### config.mk
export PLATFORM = sky130hd
export DESIGN_NAME = id3v2_tag_frame_parser_top
export DESIGN_NICKNAME = d
export VERILOG_FILES = /design/src/sv/id3p_pkg.sv /design/src/sv/id3p_parse.sv /design/src/sv/id3p_skid.sv /design/src/sv/id3v2_tag_frame_parser_top.sv
export SDC_FILE = /design/constraint.sdc
export NUM_CORES = 1
export LEC_CHECK = 0
export ABC_CLOCK_PERIOD_IN_PS = 12150
export BUFFER_PORTS_ARGS = -buffer_cell sky130_fd_sc_hd__clkbuf_2
export CORE_ASPECT_RATIO = 1.2
export CORE_MARGIN = 5
export CORE_UTILIZATION = 62
export DETAILED_ROUTE_END_ITERATION = 8
export HOLD_SLACK_MARGIN = 0.03
export PLACE_DENSITY = 0.84
export SKIP_LAST_GASP = 1
export SLEW_MARGIN = 20
export SYNTH_ARGS = -nofsm -noshare
export SYNTH_HDL_FRONTEND = slang
export SYNTH_SLANG_ARGS = --single-unit
### constraint.sdc
create_clock -name clk_i -period 12.15 [get_ports clk_i]
set_input_delay 0.6075 -clock clk_i [delete_from_list [all_inputs] [get_ports clk_i]]
set_output_delay 0.6075 -clock clk_i [all_outputs]
set_load 0.005 [all_outputs]
### src/sv/id3p_pkg.sv
// shared types, constants and helpers for the id3v2 tag and frame parser
package id3p_pkg;

  // text bytes streamed at most for a year frame
  localparam int unsigned YEAR_CHARS = 4;
  localparam logic [31:0] YEAR_LIMIT = 32'(YEAR_CHARS);

  localparam logic [27:0] MAX28 = 28'h0FFFFFFF;

  localparam logic [7:0] MAGIC_I = "I";
  localparam logic [7:0] MAGIC_D = "D";
  localparam logic [7:0] MAGIC_3 = "3";
  localparam logic [7:0] SYNCSAFE_MASK = 8'h7f;

  localparam logic [31:0] CODE_TITLE  = "TIT2";
  localparam logic [31:0] CODE_ARTIST = "TPE1";
  localparam logic [31:0] CODE_ALBUM  = "TALB";
  localparam logic [31:0] CODE_YEAR   = "TYER";

  // byte positions inside the tag header
  localparam logic [3:0] HB_MAGIC_I   = 4'd0;
  localparam logic [3:0] HB_MAGIC_D   = 4'd1;
  localparam logic [3:0] HB_MAGIC_3   = 4'd2;
  localparam logic [3:0] HB_VER_MAJOR = 4'd3;
  localparam logic [3:0] HB_VER_REV   = 4'd4;
  localparam logic [3:0] HB_SIZE0     = 4'd6;
  localparam logic [3:0] HB_LAST      = 4'd9;

  // byte positions inside a frame header
  localparam logic [3:0] FB_FIRST = 4'd0;
  localparam logic [3:0] FB_SIZE0 = 4'd4;
  localparam logic [3:0] FB_FLAGS = 4'd8;
  localparam logic [3:0] FB_LAST  = 4'd9;

  typedef enum logic [3:0] {
    PH_HEADER  = 4'b0001,
    PH_FRAME   = 4'b0010,
    PH_PAYLOAD = 4'b0100,
    PH_DONE    = 4'b1000
  } phase_e;

  typedef enum logic [2:0] {
    KIND_TAG     = 3'd0,
    KIND_FRAME   = 3'd1,
    KIND_PAYLOAD = 3'd2,
    KIND_NOT_ID3 = 3'd3,
    KIND_END     = 3'd4
  } kind_e;

  typedef enum logic [2:0] {
    FLD_TITLE  = 3'd0,
    FLD_ARTIST = 3'd1,
    FLD_ALBUM  = 3'd2,
    FLD_YEAR   = 3'd3,
    FLD_OTHER  = 3'd4
  } field_e;

  typedef struct packed {
    kind_e       kind;
    logic [15:0] version;
    logic [27:0] tag_len;
    logic [31:0] code;
    logic [31:0] frame_len;
    field_e      field;
    logic [7:0]  text;
    logic        last;
  } rec_t;

  function automatic field_e classify(input logic [31:0] code);
    field_e f;
    if (code == CODE_TITLE) f = FLD_TITLE;
    else if (code == CODE_ARTIST) f = FLD_ARTIST;
    else if (code == CODE_ALBUM) f = FLD_ALBUM;
    else if (code == CODE_YEAR) f = FLD_YEAR;
    else f = FLD_OTHER;
    return f;
  endfunction

endpackage

### src/sv/id3p_parse.sv
// per-byte parse state and record formation
module id3p_parse import id3p_pkg::*; (
  input  logic       clk_i,
  input  logic       rst_ni,
  input  logic       take_i,
  input  logic [7:0] byte_i,
  input  logic       sof_i,
  output logic       rec_valid_o,
  output rec_t       rec_o
);

  phase_e      phase_q, phase_d, phase_c;
  logic [3:0]  hidx_q, hidx_d, hidx_c;
  logic [27:0] tsize_q, tsize_d, tsize_c;
  logic [27:0] bcnt_q, bcnt_d, bcnt_c;
  logic [15:0] ver_q, ver_d, ver_c;
  logic [31:0] fcode_q, fcode_d, fcode_c;
  logic [31:0] fsize_q, fsize_d, fsize_c;
  logic [31:0] pidx_q, pidx_d, pidx_c;
  field_e      field_q, field_d, field_c;

  logic [31:0] last_idx;
  logic [31:0] final_idx;
  logic [27:0] bcnt_inc;

  always_comb begin
    // start of file restarts the parser on this very byte
    if (sof_i) begin
      phase_c = PH_HEADER;
      hidx_c  = '0;
      tsize_c = '0;
      bcnt_c  = '0;
      ver_c   = '0;
      fcode_c = '0;
      fsize_c = '0;
      pidx_c  = '0;
      field_c = FLD_OTHER;
    end else begin
      phase_c = phase_q;
      hidx_c  = hidx_q;
      tsize_c = tsize_q;
      bcnt_c  = bcnt_q;
      ver_c   = ver_q;
      fcode_c = fcode_q;
      fsize_c = fsize_q;
      pidx_c  = pidx_q;
      field_c = field_q;
    end

    phase_d = phase_c;
    hidx_d  = hidx_c;
    tsize_d = tsize_c;
    bcnt_d  = bcnt_c;
    ver_d   = ver_c;
    fcode_d = fcode_c;
    fsize_d = fsize_c;
    pidx_d  = pidx_c;
    field_d = field_c;

    rec_valid_o = 1'b0;
    rec_o       = '0;

    bcnt_inc  = (bcnt_c != MAX28) ? bcnt_c + 28'd1 : bcnt_c;
    last_idx  = fsize_c - 32'd1;
    final_idx = (field_c == FLD_YEAR && last_idx > YEAR_LIMIT) ? YEAR_LIMIT : last_idx;

    case (phase_c)
      PH_HEADER: begin
        if ((hidx_c == HB_MAGIC_I && byte_i != MAGIC_I) ||
            (hidx_c == HB_MAGIC_D && byte_i != MAGIC_D) ||
            (hidx_c == HB_MAGIC_3 && byte_i != MAGIC_3)) begin
          rec_valid_o = 1'b1;
          rec_o.kind  = KIND_NOT_ID3;
          phase_d     = PH_DONE;
        end else begin
          if (hidx_c == HB_VER_MAJOR) ver_d = {byte_i, 8'h00};
          else if (hidx_c == HB_VER_REV) ver_d = {ver_c[15:8], byte_i};
          else if (hidx_c >= HB_SIZE0) begin
            tsize_d = {tsize_c[20:0], 7'(byte_i & SYNCSAFE_MASK)};
          end
          if (hidx_c >= HB_LAST) begin
            rec_valid_o   = 1'b1;
            rec_o.kind    = KIND_TAG;
            rec_o.version = ver_d;
            rec_o.tag_len = tsize_d;
            bcnt_d        = '0;
            hidx_d        = '0;
            phase_d       = PH_FRAME;
          end else begin
            hidx_d = hidx_c + 4'd1;
          end
        end
      end
      PH_FRAME: begin
        // tag size is only checked where a new frame header would begin
        if (hidx_c == FB_FIRST && bcnt_c >= tsize_c) begin
          rec_valid_o = 1'b1;
          rec_o.kind  = KIND_END;
          phase_d     = PH_DONE;
        end else begin
          bcnt_d = bcnt_inc;
          if (hidx_c < FB_SIZE0) fcode_d = {fcode_c[23:0], byte_i};
          else if (hidx_c < FB_FLAGS) fsize_d = {fsize_c[23:0], byte_i};
          if (hidx_c >= FB_LAST) begin
            field_d         = classify(fcode_d);
            rec_valid_o     = 1'b1;
            rec_o.kind      = KIND_FRAME;
            rec_o.code      = fcode_d;
            rec_o.frame_len = fsize_d;
            rec_o.field     = field_d;
            hidx_d          = '0;
            pidx_d          = '0;
            phase_d         = (fsize_d == '0) ? PH_FRAME : PH_PAYLOAD;
          end else begin
            hidx_d = hidx_c + 4'd1;
          end
        end
      end
      PH_PAYLOAD: begin
        bcnt_d = bcnt_inc;
        // index 0 is the encoding byte
        if (pidx_c >= 32'd1 && field_c != FLD_OTHER && pidx_c <= final_idx) begin
          rec_valid_o = 1'b1;
          rec_o.kind  = KIND_PAYLOAD;
          rec_o.field = field_c;
          rec_o.text  = byte_i;
          rec_o.last  = (pidx_c == final_idx);
        end
        if (pidx_c >= last_idx) begin
          hidx_d  = '0;
          pidx_d  = '0;
          phase_d = PH_FRAME;
        end else begin
          pidx_d = pidx_c + 32'd1;
        end
      end
      default: begin
        // done: ignore bytes until the next start of file
      end
    endcase
  end

  always_ff @(posedge clk_i or negedge rst_ni) begin
    if (!rst_ni) begin
      phase_q <= PH_HEADER;
      hidx_q  <= '0;
      tsize_q <= '0;
      bcnt_q  <= '0;
      ver_q   <= '0;
      fcode_q <= '0;
      fsize_q <= '0;
      pidx_q  <= '0;
      field_q <= FLD_OTHER;
    end else if (take_i) begin
      phase_q <= phase_d;
      hidx_q  <= hidx_d;
      tsize_q <= tsize_d;
      bcnt_q  <= bcnt_d;
      ver_q   <= ver_d;
      fcode_q <= fcode_d;
      fsize_q <= fsize_d;
      pidx_q  <= pidx_d;
      field_q <= field_d;
    end
  end

endmodule

### src/sv/id3p_skid.sv
// output register with a skid entry so input keeps flowing under output stall
module id3p_skid import id3p_pkg::*; (
  input  logic clk_i,
  input  logic rst_ni,
  input  logic push_i,
  input  rec_t push_rec_i,
  output logic full_o,
  output logic out_valid_o,
  input  logic out_stall_i,
  output rec_t out_rec_o
);

  logic main_vld_q, main_vld_d;
  logic skid_vld_q, skid_vld_d;
  rec_t main_q, main_d;
  rec_t skid_q, skid_d;
  logic pop;

  assign pop = main_vld_q && !out_stall_i;

  always_comb begin
    main_vld_d = main_vld_q;
    skid_vld_d = skid_vld_q;
    main_d     = main_q;
    skid_d     = skid_q;
    if (!main_vld_q || pop) begin
      // push only happens with the skid entry empty
      if (skid_vld_q) begin
        main_d     = skid_q;
        main_vld_d = 1'b1;
        skid_vld_d = 1'b0;
      end else begin
        main_d     = push_rec_i;
        main_vld_d = push_i;
      end
    end else if (push_i) begin
      skid_d     = push_rec_i;
      skid_vld_d = 1'b1;
    end
  end

  always_ff @(posedge clk_i or negedge rst_ni) begin
    if (!rst_ni) begin
      main_vld_q <= 1'b0;
      skid_vld_q <= 1'b0;
    end else begin
      main_vld_q <= main_vld_d;
      skid_vld_q <= skid_vld_d;
    end
  end

  always_ff @(posedge clk_i) begin
    main_q <= main_d;
    skid_q <= skid_d;
  end

  assign full_o      = skid_vld_q;
  assign out_valid_o = main_vld_q;
  assign out_rec_o   = main_q;

endmodule

### src/sv/id3v2_tag_frame_parser_top.sv
// top level of the id3v2 tag and frame parser
// Takes one file byte per beat and sustains one byte per cycle unless stalled; a
// byte's record, if it makes one, is registered in the output register or skid
// entry. The per-byte parse step is a single combinational pass over the parse
// registers, and the output side is an output register plus one skid entry, so
// input stall only rises once the output is stalled with two records waiting.
// There are no memories and no clearing pass: reset leaves the parser waiting
// for a tag header, and a start-of-file byte restarts it on that same byte.
module id3v2_tag_frame_parser_top import id3p_pkg::*; (
  input  logic        clk_i,
  input  logic        rst_ni,
  input  logic        in_valid_i,
  output logic        in_stall_o,
  input  logic [7:0]  data_byte_i,
  input  logic        start_of_file_i,
  output logic        out_valid_o,
  input  logic        out_stall_i,
  output logic [2:0]  record_kind_o,
  output logic [15:0] tag_version_o,
  output logic [27:0] tag_length_o,
  output logic [31:0] frame_code_o,
  output logic [31:0] frame_length_o,
  output logic [2:0]  field_tag_o,
  output logic [7:0]  text_byte_o,
  output logic        last_text_o
);

  logic take;
  logic rec_valid;
  logic full;
  rec_t rec;
  rec_t out_rec;

  assign in_stall_o = full;
  assign take       = in_valid_i && !full;

  id3p_parse u_parse (
    .clk_i       (clk_i),
    .rst_ni      (rst_ni),
    .take_i      (take),
    .byte_i      (data_byte_i),
    .sof_i       (start_of_file_i),
    .rec_valid_o (rec_valid),
    .rec_o       (rec)
  );

  id3p_skid u_skid (
    .clk_i       (clk_i),
    .rst_ni      (rst_ni),
    .push_i      (take && rec_valid),
    .push_rec_i  (rec),
    .full_o      (full),
    .out_valid_o (out_valid_o),
    .out_stall_i (out_stall_i),
    .out_rec_o   (out_rec)
  );

  assign record_kind_o  = out_rec.kind;
  assign tag_version_o  = out_rec.version;
  assign tag_length_o   = out_rec.tag_len;
  assign frame_code_o   = out_rec.code;
  assign frame_length_o = out_rec.frame_len;
  assign field_tag_o    = out_rec.field;
  assign text_byte_o    = out_rec.text;
  assign last_text_o    = out_rec.last;

endmodule

==> results.cfg <==
[grt]
antenna_found_initial = 0
overflow = 0
grt_usage_pct = 30.8
grt_start_max_net_pins = 109
grt_pass1_vias = 20000
grt_pass1_wl_mm = 110

[finish]
stdcell_count = 3138
diodes = 0
drive_above_1_share_pct = 13.0
fin_util_pct = 67.6
nets = 2684
syn_to_final_growth_pct = 8.80
mostFrequentLayoutCells = 329 x nand2_1, 246 x edfxtp_1, 217 x nor2_1
layout_commonest_cell = nand2_1

[logic_synthesis]
synth.largest_area_cell = edfxtp_1
syn_avg_cell_area_um2 = 9.62
syn-num-nets = 2668
synth-seq-cells = 427
synth_cell_types = 90
synth_ff_type = edfxtp_1
yosys_warnings = 0
synth_edf_count = 246
synth_cells = 2555
ys_async_sr_fraction_pct = 42.4
ys_seq_area_share_pct = 48.5
syn_area_um2 = 24600
synth_area_leaders = edfxtp_1 30%, dfrtp_1 18%, ha_1 5.1%
synth_top_area_share_pct = 30.1

[clocking]
clk_latency_ns = 0.57
cts.path.max_buffers = 3
cts_root_buffer = clkbuf_16
postCtsResizedCells = 0
post_cts_buffers = 0
path_clk_slew_ns = 0.06
cts_sinks = 427
cts_tree = yes
numCtsBuffers = 42
hold_buffers = 1
htree_levels = 2

[critical_path]
cp_max_fo = 68
crit_required_ns = 12.34
critical_path_class = input pin to register
cp.arrival_ns = 8.51
crit_path_start_kind = input pin
end_kind = register

[timing]
fin_skew_ns = 0.0144
post-route-period-util_pct = 68.5
tns_ns = 0
rsz0062_at_grt = no
hold_viol_final = 0
slew_viol_final = 0
setup_viol_count_final = 0
max_clock_freq_mhz = 120
finalCriticalPeriod_ns = 8.32
worst_pin_slew_ns = 1.07
relSlewSlack_pct = 28.3

[place]
gp_congestion = 0.979
placed_cells_incl_taps = 3059
dp_hpwl_mm = 46.1
port_buffers = 137

[detailed_routing]
ant_nets = 0
route.detailed.drc = 0
wl_per_cell_um = 22.0
firstDrtPassIters = 6
vias = 21100
drt_iter0_drc = 2959
routed_via_density = 6.72
totalWireLength_mm = 69.0

[die]
initial_core_util_pct = 62.2
die-area_um2 = 43700
die_y_um = 228
rows = 80
core_um2 = 39500
die_w_um = 192
pin_count = 138

[power_and_ir_drop]
vdd_drop_max_mv = 0.136
totalPowerFinal_mw = 3.36
pwr_density_cell_nw_per_um2 = 125
p_leak_nw = 11.0

[job]
cap_violations = 0

[min_path]
min_path_type = register to register

[status]
outcome = finished, final reports clean
## stage by stage
| stage | area [um2] | setup slack, ns | hold slack, ns |
|---|---|---|---|
| after detailed placement | 25400 | 3.41 | 0.465 |
| after floorplan | 24600 | 0.128 | 0.312 |
| final | 26700 | 3.83 | 0.475 |
| after global placement | 25400 | 3.60 | 0.454 |
| after global routing | 26700 | 3.42 | 0.493 |
| after CTS | 26700 | 3.93 | 0.478 |
## path summary, 6_finish.rpt
check	start	to	slack, ns	cells past startpoint
min in group asynchronous	rst_ni	u_parse.pidx_q[24]$_DFFE_PN0P_	0.54	2
hold reg to reg	u_parse.fcode_q[30]$_DFFE_PN0P_	u_parse.fcode_q[30]$_DFFE_PN0P_	0.48	2
max in group asynchronous	rst_ni	u_skid.full_o$_DFFE_PN0P_	9.39	4
setup reg to reg	u_parse.fsize_q[15]$_DFFE_PN0P_	u_skid.skid_q[55]$_DFFE_PP_	4.26	17
hold / removal	u_parse.fcode_q[30]$_DFFE_PN0P_	u_parse.fcode_q[30]$_DFFE_PN0P_	0.48	2
setup / recovery	start_of_file_i	u_skid.skid_q[55]$_DFFE_PP_	3.83	20
## synth_stat cells, types with 10 or more instances
library cell  number
nand2b_1          15
dfrtp_1          179
ha_1             100
nand3_1           73
mux2i_1           17
inv_1             65
or3b_2            15
o31ai_1          111
a21o_1            23
a21oi_1          154
mux2_2            46
o21a_1            12
a22oi_1           29
or3_1             13
and3_1            56
o21ai_0          129
nand4_1           34
edfxtp_1         246
nor3b_1           26
nor2b_1           51
a31oi_1           31
and2_1            13
nor3_1            68
o31a_1            19
buf_2             17
a22o_1            63
nor2_1           218
or4_1             10
nand2_1          332
buf_1             23
or2_2             19
clkbuf_1         147
nor4_1            33
## sequential cells by signal (all words and copies together) (netlist names), 16 cells and up
signal / flops
u_parse.pidx_q: 32
u_skid.skid_q: 123
u_parse.fsize_q: 32
u_parse.fcode_q: 32
u_parse.bcnt_q: 28
u_parse.tsize_q: 28
u_skid.out_rec_o: 123
u_parse.ver_q: 16
## cell type report
type	count	area, um2
clock buffer	57	1150
clock inverter	21	174
fill	2954	12800
inverter	65	244
multi-input combinational	1868	11700
sequential	427	11900
tap	533	667
timing repair buffer	167	926
## worst max-delay path, cell delays in order
cell     delay (ns)
buf_4          0.55
inv_2          0.53
nand2_1        0.26
ha_1           0.56
inv_1          0.33
or3_1          0.43
a31oi_1        0.38
nand4_1        0.17
nor4_2         0.32
nand4_2        0.42
a21o_1         0.31
ha_1           0.29
nand4_1        0.12
or2_2          0.36
or4_1          0.56
or2_2          0.31
a211o_1        0.60
o22ai_1        0.39
nor2b_4        0.21
buf_4          0.69
## where the power goes
| part | total (mW) | internal, mW | switching [mW] |
|---|---|---|---|
| Sequential | 1.71 | 1.66 | 0.0465 |
| Clock | 1.27 | 0.692 | 0.575 |
| Combinational | 0.379 | 0.119 | 0.260 |
## layer usage
layer	wire, um	track usage, %	share of wire [%]	up-vias
li1	-	-	-	9516
met3	5980	3.53	8.7	193
met4	2840	11.7	4.1	0
met5	0	0	0	-
met1	27900	43.8	40	10100
met2	32300	48.9	47	1252
## kinds of logic (layout without fill, tap and decap cells)
| logic type | Yosys count | in the layout | share of synthesized area, % |
|---|---|---|---|
| buffers and inverters | 260 | 310 | 4.29 |
| adder cells (fa/ha/maj) | 100 | 100 | 5.09 |
| AO/OA/AOI/OAI | 678 | 678 | 18.5 |
| XOR/XNOR | 7 | 7 | 0.249 |
| flip-flops | 427 | 427 | 48.5 |
| AND/OR/NAND/NOR | 1020 | 1020 | 20.5 |
| multiplexers | 63 | 63 | 2.80 |
No activity file was read; power rests on OpenSTA's default activity.
